### src/design/fwwa_pkg.sv
package fwwa_pkg;

  // Width of the running byte address.
  localparam int ADDR_BITS = 24;
  // Width of the address field on the ports.
  localparam int PORT_ADDR_W = 24;
  localparam int WORD_W = 32;
  localparam int BYTE_W = 8;
  localparam int KIND_W = 2;
  localparam int CHUNK_LOG_W = 4;
  localparam int CHUNK_OFS_W = 12;
  localparam int NUM_SLOTS = 5;
  localparam int SLOT_W = 3;

  localparam logic [CHUNK_LOG_W-1:0] CHUNK_LOG_MIN = 4'd2;
  localparam logic [CHUNK_LOG_W-1:0] CHUNK_LOG_MAX = 4'd12;
  localparam logic [CHUNK_LOG_W-1:0] CHUNK_LOG_RST = 4'd6;

  localparam logic [KIND_W-1:0] KIND_CLEAR  = 2'd0;
  localparam logic [KIND_W-1:0] KIND_WORD   = 2'd1;
  localparam logic [KIND_W-1:0] KIND_COMMIT = 2'd2;
  localparam logic [KIND_W-1:0] KIND_ERASE  = 2'd3;

  localparam logic OP_WRITE = 1'b0;
  localparam logic OP_ERASE = 1'b1;

  localparam logic CFG_CHUNK_SIZE_LOG2   = 1'b0;
  localparam logic CFG_ERASE_ADDR_HALVED = 1'b1;

  localparam logic [1:0] LANE_TOP = 2'd3;

  typedef struct packed {
    logic [KIND_W-1:0]      kind;
    logic [PORT_ADDR_W-1:0] out_address;
    logic [WORD_W-1:0]      word_data;
  } result_t;

endpackage

### src/design/flash_write_word_aligner.sv
// A taken beat waits in the input register; its results move on to the
// output register driving out_. One input beat per cycle while each beat
// causes at most one result and out_tready is high; a beat with n results
// (n at most five) holds the input while they leave the single output
// register one per cycle as out_tready allows; no-result beats never wait.
// Reset (rst_n low, synchronous) empties both stages and all control state.
module flash_write_word_aligner import fwwa_pkg::*; (
  input  logic                   clk,
  input  logic                   rst_n,
  // Configuration write port.
  input  logic                   cfg_we,
  input  logic                   cfg_addr,
  input  logic [CHUNK_LOG_W-1:0] cfg_wdata,
  // Input stream.
  input  logic                   in_tvalid,
  output logic                   in_tready,
  input  logic [31:0]            in_tdata,   // [23:0] address, [31:24] data_byte
  input  logic [1:0]             in_tuser,   // [0] opcode, [1] first
  input  logic                   in_tlast,   // last_in
  // Result stream.
  output logic                   out_tvalid,
  input  logic                   out_tready,
  output logic [55:0]            out_tdata,  // [23:0] out_address, [55:24] word_data
  output logic [KIND_W-1:0]      out_tuser,  // [1:0] kind
  output logic                   out_tlast   // last_out
);

  // Configuration registers.
  logic [CHUNK_LOG_W-1:0] chunk_log_r;
  logic                   erase_half_r;

  always_ff @(posedge clk) begin
    if (!rst_n) begin
      chunk_log_r  <= CHUNK_LOG_RST;
      erase_half_r <= 1'b0;
    end else if (cfg_we) begin
      case (cfg_addr)
        CFG_CHUNK_SIZE_LOG2:   chunk_log_r  <= cfg_wdata;
        CFG_ERASE_ADDR_HALVED: erase_half_r <= cfg_wdata[0];
        default: ;
      endcase
    end
  end

  // Input register: one beat waits here until all of its results have
  // been moved into the output register.
  logic                   a_valid_r;
  logic                   a_op_r;
  logic                   a_first_r;
  logic                   a_last_r;
  logic [PORT_ADDR_W-1:0] a_addr_r;
  logic [BYTE_W-1:0]      a_byte_r;

  // Aligner state; it only advances when the held beat is retired.
  logic [WORD_W-1:0]    word_buf_r;
  logic [ADDR_BITS-1:0] next_addr_r;
  logic                 word_pend_r;
  logic                 chunk_open_r;
  logic                 run_open_r;

  // Index of the next result slot of the held beat to emit.
  logic [SLOT_W-1:0] slot_r;

  // Output register.
  logic    out_valid_r;
  result_t out_res_r;
  logic    out_last_r;

  // Result slots in emission order: flushed word, flushing commit, clear,
  // word or erase, closing commit.
  result_t           slot_res [NUM_SLOTS];
  logic [NUM_SLOTS-1:0] slot_v;

  logic [WORD_W-1:0]    word_buf_nxt;
  logic [ADDR_BITS-1:0] next_addr_nxt;
  logic                 word_pend_nxt;
  logic                 chunk_open_nxt;
  logic                 run_open_nxt;

  logic                   flush;
  logic [WORD_W-1:0]      wb_flushed;
  logic                   pend_flushed;
  logic                   chunk_flushed;
  logic [ADDR_BITS-1:0]   here;
  logic [ADDR_BITS-1:0]   here_inc;
  logic [1:0]             lane;
  logic [WORD_W-1:0]      wb_filled;
  logic                   emit_word;
  logic                   emit_commit;
  logic [CHUNK_LOG_W-1:0] chunk_log;
  logic [CHUNK_OFS_W-1:0] chunk_mask;
  logic [PORT_ADDR_W-1:0] erase_addr;
  logic [PORT_ADDR_W-1:0] flush_addr;

  always_comb begin
    // Chunk size is clamped to the supported range.
    chunk_log = chunk_log_r;
    if (chunk_log_r < CHUNK_LOG_MIN) begin
      chunk_log = CHUNK_LOG_MIN;
    end
    if (chunk_log_r > CHUNK_LOG_MAX) begin
      chunk_log = CHUNK_LOG_MAX;
    end
    chunk_mask = ~({CHUNK_OFS_W{1'b1}} << chunk_log);

    flush_addr = PORT_ADDR_W'({next_addr_r[ADDR_BITS-1:2], 2'b00});
    erase_addr = erase_half_r ? (a_addr_r >> 1) : a_addr_r;

    // A new first byte or an erase inside an open run flushes the run.
    flush         = run_open_r && ((a_op_r == OP_ERASE) || a_first_r);
    wb_flushed    = flush ? {WORD_W{1'b1}} : word_buf_r;
    pend_flushed  = flush ? 1'b0 : word_pend_r;
    chunk_flushed = flush ? 1'b0 : chunk_open_r;

    here      = a_first_r ? ADDR_BITS'(a_addr_r) : next_addr_r;
    here_inc  = here + ADDR_BITS'(1);
    lane      = here[1:0];
    wb_filled = wb_flushed;
    wb_filled[lane*BYTE_W +: BYTE_W] = a_byte_r;

    emit_word   = (lane == LANE_TOP) || a_last_r;
    emit_commit = ((here_inc[CHUNK_OFS_W-1:0] & chunk_mask) == '0) || a_last_r;

    slot_res[0] = '{kind: KIND_WORD, out_address: flush_addr, word_data: word_buf_r};
    slot_res[1] = '{kind: KIND_COMMIT, out_address: '0, word_data: '0};
    slot_res[2] = '{kind: KIND_CLEAR, out_address: '0, word_data: '0};
    slot_res[4] = '{kind: KIND_COMMIT, out_address: '0, word_data: '0};
    slot_v[0]   = flush && word_pend_r;
    slot_v[1]   = flush && chunk_open_r;

    if (a_op_r == OP_ERASE) begin
      slot_res[3]    = '{kind: KIND_ERASE, out_address: erase_addr, word_data: '0};
      slot_v[2]      = 1'b0;
      slot_v[3]      = 1'b1;
      slot_v[4]      = 1'b0;
      word_buf_nxt   = wb_flushed;
      next_addr_nxt  = next_addr_r;
      word_pend_nxt  = pend_flushed;
      chunk_open_nxt = chunk_flushed;
      run_open_nxt   = flush ? 1'b0 : run_open_r;
    end else begin
      slot_res[3]    = '{kind: KIND_WORD,
                         out_address: PORT_ADDR_W'({here[ADDR_BITS-1:2], 2'b00}),
                         word_data: wb_filled};
      slot_v[2]      = !chunk_flushed;
      slot_v[3]      = emit_word;
      slot_v[4]      = emit_commit;
      word_buf_nxt   = emit_word ? {WORD_W{1'b1}} : wb_filled;
      next_addr_nxt  = here_inc;
      word_pend_nxt  = !emit_word;
      chunk_open_nxt = !emit_commit;
      run_open_nxt   = !a_last_r;
    end
  end

  // Pick the lowest pending slot at or after slot_r.
  logic [NUM_SLOTS-1:0] pend_v;
  logic [SLOT_W-1:0]    pick;
  logic                 pick_found;
  logic                 pick_last;
  logic                 out_free;
  logic                 load;
  logic                 retire;

  always_comb begin
    pick       = '0;
    pick_found = 1'b0;
    pick_last  = 1'b1;
    for (int i = 0; i < NUM_SLOTS; i++) begin
      pend_v[i] = slot_v[i] && (SLOT_W'(i) >= slot_r);
    end
    for (int i = NUM_SLOTS - 1; i >= 0; i--) begin
      if (pend_v[i]) begin
        pick       = SLOT_W'(i);
        pick_last  = !pick_found;
        pick_found = 1'b1;
      end
    end
    // pick_last must reflect whether any slot above the lowest is pending.
    pick_last = (pend_v & ~(NUM_SLOTS'(1) << pick)) == '0;

    out_free  = !out_valid_r || out_tready;
    load      = a_valid_r && pick_found && out_free;
    retire    = a_valid_r && (!pick_found || (out_free && pick_last));
    in_tready = !a_valid_r || retire;
  end

  always_ff @(posedge clk) begin
    if (!rst_n) begin
      a_valid_r    <= 1'b0;
      slot_r       <= '0;
      out_valid_r  <= 1'b0;
      word_buf_r   <= {WORD_W{1'b1}};
      next_addr_r  <= '0;
      word_pend_r  <= 1'b0;
      chunk_open_r <= 1'b0;
      run_open_r   <= 1'b0;
    end else begin
      if (in_tready) begin
        a_valid_r <= in_tvalid;
      end
      if (retire) begin
        slot_r       <= '0;
        word_buf_r   <= word_buf_nxt;
        next_addr_r  <= next_addr_nxt;
        word_pend_r  <= word_pend_nxt;
        chunk_open_r <= chunk_open_nxt;
        run_open_r   <= run_open_nxt;
      end else if (load) begin
        slot_r <= pick + SLOT_W'(1);
      end
      if (load) begin
        out_valid_r <= 1'b1;
      end else if (out_tready) begin
        out_valid_r <= 1'b0;
      end
    end
  end

  // Payload registers need no reset.
  always_ff @(posedge clk) begin
    if (in_tready && in_tvalid) begin
      a_addr_r  <= in_tdata[PORT_ADDR_W-1:0];
      a_byte_r  <= in_tdata[PORT_ADDR_W +: BYTE_W];
      a_op_r    <= in_tuser[0];
      a_first_r <= in_tuser[1];
      a_last_r  <= in_tlast;
    end
    if (load) begin
      out_res_r  <= slot_res[pick];
      out_last_r <= pick_last;
    end
  end

  assign out_tvalid = out_valid_r;
  assign out_tdata  = {out_res_r.word_data, out_res_r.out_address};
  assign out_tuser  = out_res_r.kind;
  assign out_tlast  = out_last_r;

endmodule
### config.mk
export PLATFORM = sky130hd
export DESIGN_NAME = flash_write_word_aligner
export DESIGN_NICKNAME = d
export VERILOG_FILES = /design/src/design/fwwa_pkg.sv /design/src/design/flash_write_word_aligner.sv
export SDC_FILE = /design/constraint.sdc
export NUM_CORES = 1
export LEC_CHECK = 0
export BUFFER_PORTS_ARGS = -buffer_cell sky130_fd_sc_hd__buf_4
export CAP_MARGIN = 10
export CORE_MARGIN = 4
export CORE_UTILIZATION = 40
export CTS_CLUSTER_SIZE = 20
export DETAILED_ROUTE_END_ITERATION = 6
export GPL_TIMING_DRIVEN = 0
export PLACE_DENSITY_LB_ADDON = 0.08
export SLEW_MARGIN = 10
export SYNTH_ARGS = -nofsm -noshare
export SYNTH_HDL_FRONTEND = slang
export SYNTH_SLANG_ARGS = --single-unit
### constraint.sdc
create_clock -name clk -period 25 [get_ports clk]
set_input_delay 1.25 -clock clk [delete_from_list [all_inputs] [get_ports clk]]
set_output_delay 1.25 -clock clk [all_outputs]
set_load 0.02 [all_outputs]
==> metrics, run 1 <==
nets@finish=1060; Netlist Area Pre-Place=8461 um^2; initial DRC count=638; post-synthesis cell count=872; clock transition at the registers of the reported paths=70 ps; crit path DAT=7480 ps; via count=7147; first-pass GRT wire length=38230 um; row count=52; Ant. Diodes=0; library cells used by synthesis=62; Seq. cell area=4204 um^2; multi-input combinational cell area=3980 um^2; dominant cell type by area after synthesis=edfxtp_1; core area=20490 um^2; DR DRC count=0; total wire length=24170 um; Syn Nets=927; Final Skew=8.664 ps; total congestion overflow=0; GR Util met1=30.86%; worst-margin pin slew=927.9 ps; Root Buffer=clkbuf_16; met3 Use GR=3.110%; crit-path most repeated cell=clkbuf_1; most frequent cell after synthesis=nor2_1; Synth Register Bits=163; Die H=153.4 um; wire per inst=18.76 um; CP Max Fanout=10; final hold vios=0; slowest cell delay on critical path=610 ps; crit path buf inv count=9; input/output buffers=104; Hold WC Path Type=flop to flop; top cells by count, synth=125 x nor2_1, 94 x edfxtp_1, 81 x nand2_1; top cells by area, synth=edfxtp_1 33%, dfxtp_1 16%, mux2i_1 5.6%; slew margin rel.=38.14%; FFs w/ async S/R, synth=0%; Sum Neg Setup Slack=0 ps; CP top delay family=buffers and inverters; Crit Path Category=flop to primary output; Yosys top cell area share=33.36%; area growth from synthesis to layout=21.35%; Warnings, synthesis=0; # H-tree levels=4; drt pass-1 iters=5; largest net degree at the start of global routing=23; clk buf depth=2; Clock Latency Late Sink=430 ps; Slew Viols, Final=0; Total Die Area=23540 um^2; Post-synth top flop=edfxtp_1; max cap viols=0; Lkg Pwr=3.780 nW; # clock sinks=163; post-route ant nets=0; Setup crit start kind=flop; Max Freq=0.1146 GHz; placer congestion estimate=0.8718; min cycle time layout=8728 ps; share of the yosys chip area belonging to registers=49.69%; cts repair resizes=0; hold buffers post-CTS=0; io pins=106; RSZ-0062 raised after global routing=false; vias in the first global route=6886; Critical Path RT=23750 ps; clock tree from TritonCTS=built; GRT Overall Usage=20.34%; Post-synth EDFFs=94; final setup fails=0; CTS buffer count=17; Initial Util=41.28%; GR met2 Demand/Resource=30.53%; Post-CTS Setup Repair Bufs=0; outcome=complete, no violations; initial antenna violation count=0; Util after Layout=50.10%; synthesized area per cell=9.703 um^2; filler cell count=1968; share of cells above drive strength 1=18.86%; power per cell area=71.90 nW/um^2; Via density=5.549; Worst setup EP type=primary output; peak supply drop=0.00004848 V; Die Wd=153.4 um; HPWL Detailed=16940 um; CP max stage cell=clkbuf_1; post-route clock period utilization=34.91%; Top Usage Layer GRT=met1
-- flip-flops by register name, indices dropped and copies added (netlist names) --
register and flops:
out_tdata 56, slot_r 3, chunk_log_r 4, a_first_r 1, word_buf_r 32, word_pend_r 1
a_last_r 1, a_valid_r 1, chunk_open_r 1, erase_half_r 1, a_addr_r 24, out_tuser 2
out_tlast 1, out_tvalid 1, a_byte_r 8, run_open_r 1, a_op_r 1, next_addr_r 24
-- cells in the final DEF, fill, tap and decap left out, types with 12 or more instances in the layout --
master / Yosys / final
nor2_1: 125 / 125
buf_4: 5 / 115
edfxtp_1: 94 / 94
nand2_1: 81 / 81
o21ai_0: 78 / 78
dfxtp_1: 69 / 69
a22oi_1: 56 / 56
mux2i_1: 47 / 47
clkbuf_1: 43 / 43
a21oi_1: 37 / 37
o22a_1: 33 / 33
clkbuf_16: 0 / 17
mux2_2: 16 / 16
nand3_1: 15 / 15
inv_1: 13 / 13
a211oi_1: 13 / 13
nand2b_1: 12 / 12
-- logic make-up after synthesis --
| kind of cell | count (synthesis) | share of synthesized area, % |
|---|---|---|
| simple gates | 290 | 15.51 |
| compound gates | 262 | 20.82 |
| flops | 163 | 49.69 |
| buf+inv | 73 | 3.668 |
| mux | 63 | 7.690 |
| xor+xnor | 11 | 1.139 |
| fa+ha+maj | 10 | 1.479 |
-- worst min-delay path: cells and delay by family, from the launching register on --
family	cells	cell delay, ps
flip-flops	1	330
AND/OR/NAND/NOR	1	60
AO/OA/AOI/OAI	1	50
-- final timing paths --
| check | start | cells past startpoint | slack [ps] | end |
|---|---|---|---|---|
| max reg2reg | a_first_r$_DFFE_PP_ | 27 | 17380 | next_addr_r[21]$_SDFFE_PN0P_ |
| max | a_first_r$_DFFE_PP_ | 25 | 16270 | in_tready |
| min reg2reg | next_addr_r[11]$_SDFFE_PN0P_ | 2 | 490 | next_addr_r[11]$_SDFFE_PN0P_ |
| min | next_addr_r[11]$_SDFFE_PN0P_ | 2 | 490 | next_addr_r[11]$_SDFFE_PN0P_ |
-- where the power goes --
group,internal (mW),switching [mW]
logic,0.0602,0.0994
clock network,0.130,0.121
registers,0.312,0.0154
-- metal layers --
layer | vias to the layer above | part of all wire, %
met5 | - | 0
met4 | 0 | 1.4
met3 | 33 | 5.4
met2 | 208 | 43
met1 | 3411 | 50
li1 | 3495 | -
-- final cells by class --
class / instances / share of cell area, %
multi-input combinational: 636 / 38.76
tap: 270 / 3.290
clock buffer: 17 / 4.143
timing repair buffer: 114 / 8.640
buffer: 60 / 2.547
clock inverter: 15 / 1.194
inverter: 13 / 0.4753
sequential: 163 / 40.95
-- metrics by stage --
step	power [mW]	setup WS [ps]	hold WS, ps	cell area, um^2	instances
floorplan	0.4298	16360	449.1	8461	872
global placement	0.4897	11960	469.1	9579	1246
detailed placement	0.4920	16860	471.1	9713	1256
CTS	0.7417	16340	482.8	10260	1288
global route	0.7718	15770	513.2	10270	1288
finish	0.7382	16270	488.5	10270	1288
(Power assumes the default switching activity.)
==> run 2, diff against run 1 <==
==> constraint.sdc (replaced) <==
create_clock -name clk -period 7.8 [get_ports clk]
set_input_delay 0.39 -clock clk [delete_from_list [all_inputs] [get_ports clk]]
set_output_delay 0.39 -clock clk [all_outputs]
set_load 0.02 [all_outputs]
==> run 2 against run 1 <==
Global-route usage increased by 0.24 points. Register-to-register slack got worse by 16000 ps. Die area stayed put. Largest power group unchanged. Clock skew rose by 2.4 ps. Highest routed layer unchanged. Final cell count fell by 0.39%. Critical path depth is 1 lower. Via count rose by 1.0%.
==> metrics, run 2 (synthesis results as in run 1) <==
outcome=complete, no violations; clock transition at the registers of the reported paths=70 ps (about the same); total wire length=24360 um (+0.81%); power per cell area=235.5 nW/um^2 (+230%); met2 WL=10370 um (+0.30%); Final Skew=11.03 ps (+2.363 ps); HPWL Detailed=17220 um (+1.6%); Total Die Area=23540 um^2 (unchanged); Placed Area=9746 um^2 (+0.33%); setup ws final=754.1 ps (-15520 ps); most common cell after layout, fill and taps aside=nor2_1; initial DRC count=513 (-20%); via count=7221 (+1.0%); largest net degree at the start of global routing=21 (-8.7%); # H-tree levels=4 (unchanged); worst-margin pin slew=985.2 ps (+57.33 ps); Lkg Pwr=3.804 nW (+0.62%); slowest cell delay on critical path=440 ps (-170 ps); # clock sinks=163 (unchanged); critical path, cell by cell=buf_4 -> buf_2 -> clkbuf_1 -> clkbuf_2 -> clkbuf_2 -> mux2i_1 -> inv_1 -> ha_1 -> nand4b_1 -> a21oi_2 -> nand3_1 -> xor2_1 -> a32oi_1 -> a41oi_2 -> nor3_4 -> inv_1 -> ha_1 -> o22ai_1 -> a21oi_1 -> nor2_1 -> nor2_1 -> o21ai_0 -> nand3_1 -> buf_4; Critical Path RT=7410 ps (-16340 ps); row count=52 (unchanged); DR DRC count=0 (unchanged); post-route ant nets=0 (unchanged); Die Wd=153.4 um (unchanged); RSZ-0062 raised after global routing=false; Max Freq=0.1419 GHz; Initial Util=41.28% (unchanged); Worst setup EP type=primary output; Util after Layout=50.51% (+0.42 points); initial antenna violation count=0 (unchanged); core area=20490 um^2 (unchanged); clk buf depth=2 (unchanged); Hold WC Path Type=input port to flop; wire per inst=18.99 um (+1.2%); clock tree from TritonCTS=built; total chip power=2.438 mW (+230%); Sum Neg Setup Slack=0 ps (unchanged); max reg flops=56 (unchanged); Clock Latency Late Sink=440 ps (about the same); post-route clock period utilization=90.33%; area growth from synthesis to layout=22.36%; Hold Slack=127.3 ps (-361.2 ps); slew margin rel.=34.32% (-3.8 points); # placed instances=1252 (-0.32%); io pins=106 (unchanged); share of cells above drive strength 1=18.66% (-0.20 points); nets@finish=1055 (-0.47%); Crit Path Category=flop to primary output; CP max stage cell=edfxtp_1; total congestion overflow=0 (unchanged); WL met1=12010 um (-1.4%); pre-CTS setup slack=320.6 ps (-16540 ps); final hold vios=0 (unchanged); min cycle time layout=7046 ps; input/output buffers=104 (unchanged); CTS buffer count=17 (unchanged); Ant. Diodes=0 (unchanged); Root Buffer=clkbuf_16; Setup crit start kind=flop; drt pass-1 iters=5 (unchanged); crit path DAT=6660 ps (-820 ps); GRT Overall Usage=20.58% (+0.24 points); vias in the first global route=6999 (+1.6%); Post-Layout Inst Area=10350 um^2 (+0.83%); most frequent cells in the layout=125 x nor2_1, 110 x buf_4, 94 x edfxtp_1; Slew Viols, Final=0 (unchanged); max cap viols=0 (unchanged); placer congestion estimate=0.8607 (-1.3%); CP Max Fanout=19 (+9); first-pass GRT wire length=38680 um (+1.2%); Final Non-Filler Cells=1283 (-0.39%); peak supply drop=0.0001620 V (+230%); final setup fails=0 (unchanged); Die H=153.4 um (unchanged); top sig layer=met4; routed length on met3=1609 um (+24%); Via density=5.628 (+1.4%)
## run 2: area by class of cell
type | instances | area [um^2]
Tap cell | 270 | 337.8
Inverter | 13 | 48.80
Sequential cell | 163 | 4204
Multi-Input combinational cell | 636 | 3993
Buffer | 59 | 260.3
Clock inverter | 14 | 166.4
Timing Repair Buffer | 110 | 913.4
Clock buffer | 18 | 429.2
Fill cell | 1942 | 10140
## run 2: power by group
part / internal, mW / total (mW) / leakage [nW] / switching, mW
clock network: 0.483 / 0.869 / 0.288 / 0.386
registers: 1.00 / 1.05 / 1.46 / 0.0498
logic: 0.198 / 0.519 / 2.05 / 0.321
total: 1.68 / 2.44 / 3.80 / 0.756
## run 2: final timing paths
check	slack (ps)	cells after the start	from	endpoint
hold reg to reg	490	2	next_addr_r[11]$_SDFFE_PN0P_	next_addr_r[11]$_SDFFE_PN0P_
hold / removal	130	1	in_tdata[7]	a_addr_r[7]$_DFFE_PP_
setup reg to reg	1010	24	a_first_r$_DFFE_PP_	a_first_r$_DFFE_PP_
setup / recovery	750	24	a_first_r$_DFFE_PP_	in_tready
## run 2: per-layer routing
metal | up-vias | GRT usage, %
li1 | 3489 | -
met1 | 3430 | 30.97
met2 | 272 | 29.96
met3 | 30 | 4.297
met4 | 0 | 5.761
met5 | - | 0
## run 2: critical path, delay by kind of cell, from the launching register on
family | cells | cell delay (ps)
flops | 1 | 440
xor+xnor | 1 | 240
simple gates | 6 | 1230
mux | 1 | 200
compound gates | 6 | 1450
fa+ha+maj | 2 | 490
buf+inv | 8 | 2140
## run 2: what timing repair did
| item | CTS | global route |
|---|---|---|
| setup endpoints to repair | 1 | 60 |
| hold buffers | 0 | 0 |
| gates cloned | 0 | 0 |
| gates resized for setup | 1 | 2 |
| setup buffers | 0 | 0 |
==> run 3, diff against run 2 <==
--- a/config.mk
+++ b/config.mk
@@ -8,7 +8,7 @@
 export BUFFER_PORTS_ARGS = -buffer_cell sky130_fd_sc_hd__buf_4
 export CAP_MARGIN = 10
 export CORE_MARGIN = 4
-export CORE_UTILIZATION = 40
+export CORE_UTILIZATION = 33
 export CTS_CLUSTER_SIZE = 20
 export DETAILED_ROUTE_END_ITERATION = 6
 export GPL_TIMING_DRIVEN = 0
==> run 3 against run 2 <==
Final cell count up 4.7%. Non-clock buffer count is the same. Combinational power about the same. Critical path depth stayed put. Clock-buffer cell count decreased by 1. Flip-flop and latch count unchanged. Largest cell class unchanged. Largest power group unchanged. Register-to-register slack worse by 90 ps. Global-route usage down 2.3 points. Sequential share of layout area is 0.19 points lower. Clock skew grew 7.0 ps. Hold slack lost 14 ps.
==> metrics, run 3 (synthesis results as in run 1) <==
worst hold path stage count=1 (unchanged); Lkg Pwr=3.794 nW (-0.25%); Setup crit start kind=flop; total wire length=25960 um (+6.6%); CP top delay family=buffers and inverters; drt pass-1 iters=6 (+1); outcome=complete, no violations; most frequent cells in the layout=125 x nor2_1, 109 x buf_4, 94 x edfxtp_1; CTS buffer count=17 (unchanged); Clock Latency Late Sink=450 ps (about the same); input/output buffers=104 (unchanged); Slew Viols, Final=0 (unchanged); total congestion overflow=0 (unchanged); filler cell count=2518 (+30%); initial antenna violation count=0 (unchanged); post-route clock period utilization=91.04% (+0.71 points); via count=7180 (-0.57%); peak supply drop=0.0001017 V (-37%); row count=58 (+12%); io pins=106 (unchanged); Die H=168.1 um (+9.6%); vias in the first global route=7071 (+1.0%); r2r worst-path depth=24 (unchanged); pre-CTS setup slack=220.9 ps (-99.65 ps); initial DRC count=446 (-13%); largest net degree at the start of global routing=22 (+4.8%); Total Die Area=28260 um^2 (+20%); area growth from synthesis to layout=22.92%; Sum Neg Setup Slack=0 ps (unchanged); Post-CTS Setup Repair Bufs=0 (unchanged); Die Wd=168.1 um (+9.6%); clock tree from TritonCTS=built; hold path start=in_tdata[29]; Hold Path Sink=a_byte_r[5]$_DFFE_PP_; hold buffers post-CTS=0 (unchanged); first-pass GRT wire length=40610 um (+5.0%); HPWL Detailed=18260 um (+6.0%); flop-to-flop setup slack=920 ps (-90 ps); power per cell area=232.1 nW/um^2 (-1.5%); post-route ant nets=0 (unchanged); Via density=5.346 (-5.0%); wire per inst=19.33 um (+1.8%); min cycle time layout=7101 ps (+55.01 ps); Hold WC Path Type=input port to flop; # H-tree levels=4 (unchanged); DR DRC count=0 (unchanged); Max Freq=0.1408 GHz (-0.78%); Crit Path Category=flop to primary output; placer congestion estimate=0.8699 (+1.1%); final setup fails=0 (unchanged); beginning of the worst register-to-register path=a_first_r$_DFFE_PP_; max cap viols=0 (unchanged); GRT Overall Usage=18.28% (-2.3 points); share of cells above drive strength 1=18.76% (+0.099 points); Final Non-Filler Cells=1343 (+4.7%); RSZ-0062 raised after global routing=false; crit path buf inv count=8 (unchanged); critical path, cell by cell=buf_4 -> buf_2 -> clkbuf_1 -> clkbuf_2 -> clkbuf_2 -> mux2i_1 -> inv_1 -> ha_1 -> nand4b_1 -> a21oi_2 -> nand3_1 -> xor2_1 -> a32oi_1 -> a41oi_2 -> nor3_4 -> inv_1 -> ha_1 -> o22ai_1 -> a21oi_1 -> nor2_1 -> nor2_1 -> o21ai_0 -> nand3_1 -> buf_4; core area=25180 um^2 (+23%); slew margin rel.=27.49% (-6.8 points); final hold vios=0 (unchanged); Critical Path RT=7410 ps (about the same); # clock sinks=163 (unchanged); cts repair resizes=1 (unchanged); Worst R2R End=a_addr_r[3]$_DFFE_PP_; clock transition at the registers of the reported paths=80 ps (about the same); slowest cell delay on critical path=470 ps (+30 ps); CP Max Fanout=19 (unchanged); max reg flops=56 (unchanged); crit path DAT=6710 ps (+50 ps); nets@finish=1055 (unchanged); # placed instances=1312 (+4.8%); Final Skew=18.04 ps (+7.014 ps); Initial Util=33.60% (-7.7 points); Root Buffer=clkbuf_16; Worst setup EP type=primary output; Ant. Diodes=0 (unchanged); CP max stage cell=edfxtp_1; clk buf depth=2 (unchanged); most common cell after layout, fill and taps aside=nor2_1; worst-margin pin slew=1088 ps (+102.4 ps); setup ws final=699.1 ps (-55.01 ps)
## run 3: layout make-up
class                   count  area [um^2]  area share [%]
clock buffers              17        425.4           4.090
inverters                  13        48.80          0.4692
well taps                 330        412.9           3.970
multi-input cells         636         3993           38.39
repair buffers            110        898.4           8.638
flip-flops and latches    163         4204           40.42
clock inverters            15        157.7           1.516
plain buffers              59        260.3           2.502
## run 3: power by group
part           internal [mW]  switching, mW  total (mW)
Clock                  0.428          0.415       0.843
Sequential              1.00         0.0504        1.05
Combinational          0.196          0.324       0.520
Total                   1.62          0.790        2.41
## run 3: worst max-delay path by stage
stage                        startpoint                     end  slack [ps]  cells after the start
floorplan           a_first_r$_DFFE_PP_  out_tdata[0]$_DFFE_PP_        1130                     16
global placement    a_first_r$_DFFE_PP_   a_addr_r[2]$_DFFE_PP_       -2210                     24
detailed placement  a_first_r$_DFFE_PP_   a_addr_r[1]$_DFFE_PP_         220                     25
CTS                 a_first_r$_DFFE_PP_               in_tready         110                     25
global route        a_first_r$_DFFE_PP_               in_tready         210                     24
finish              a_first_r$_DFFE_PP_               in_tready         700                     24
## run 3: metal layers
metal	up-vias	part of all wire (%)	routed length, um	global-route usage, %
met1	3469	49	12760	26.68
met3	38	4.5	1169	3.287
met4	0	2.2	565	6.140
met5	-	0	0	0
met2	186	44	11470	27.36
li1	3487	-	-	-
## run 3: per-stage QoR
step | instance area (um^2) | hold slack [ps] | utilization, % | total power, mW
after detailed placement | 9812 | 479.4 | 38.96 | 1.592
after global placement | 9659 | 469.2 | 38.36 | 1.579
after floorplan | 8466 | 449.1 | - | 1.376
after CTS | 10400 | 104.5 | 41.28 | 2.434
final | 10400 | 113.3 | 41.30 | 2.414
after global routing | 10400 | 101.1 | 41.30 | 2.524
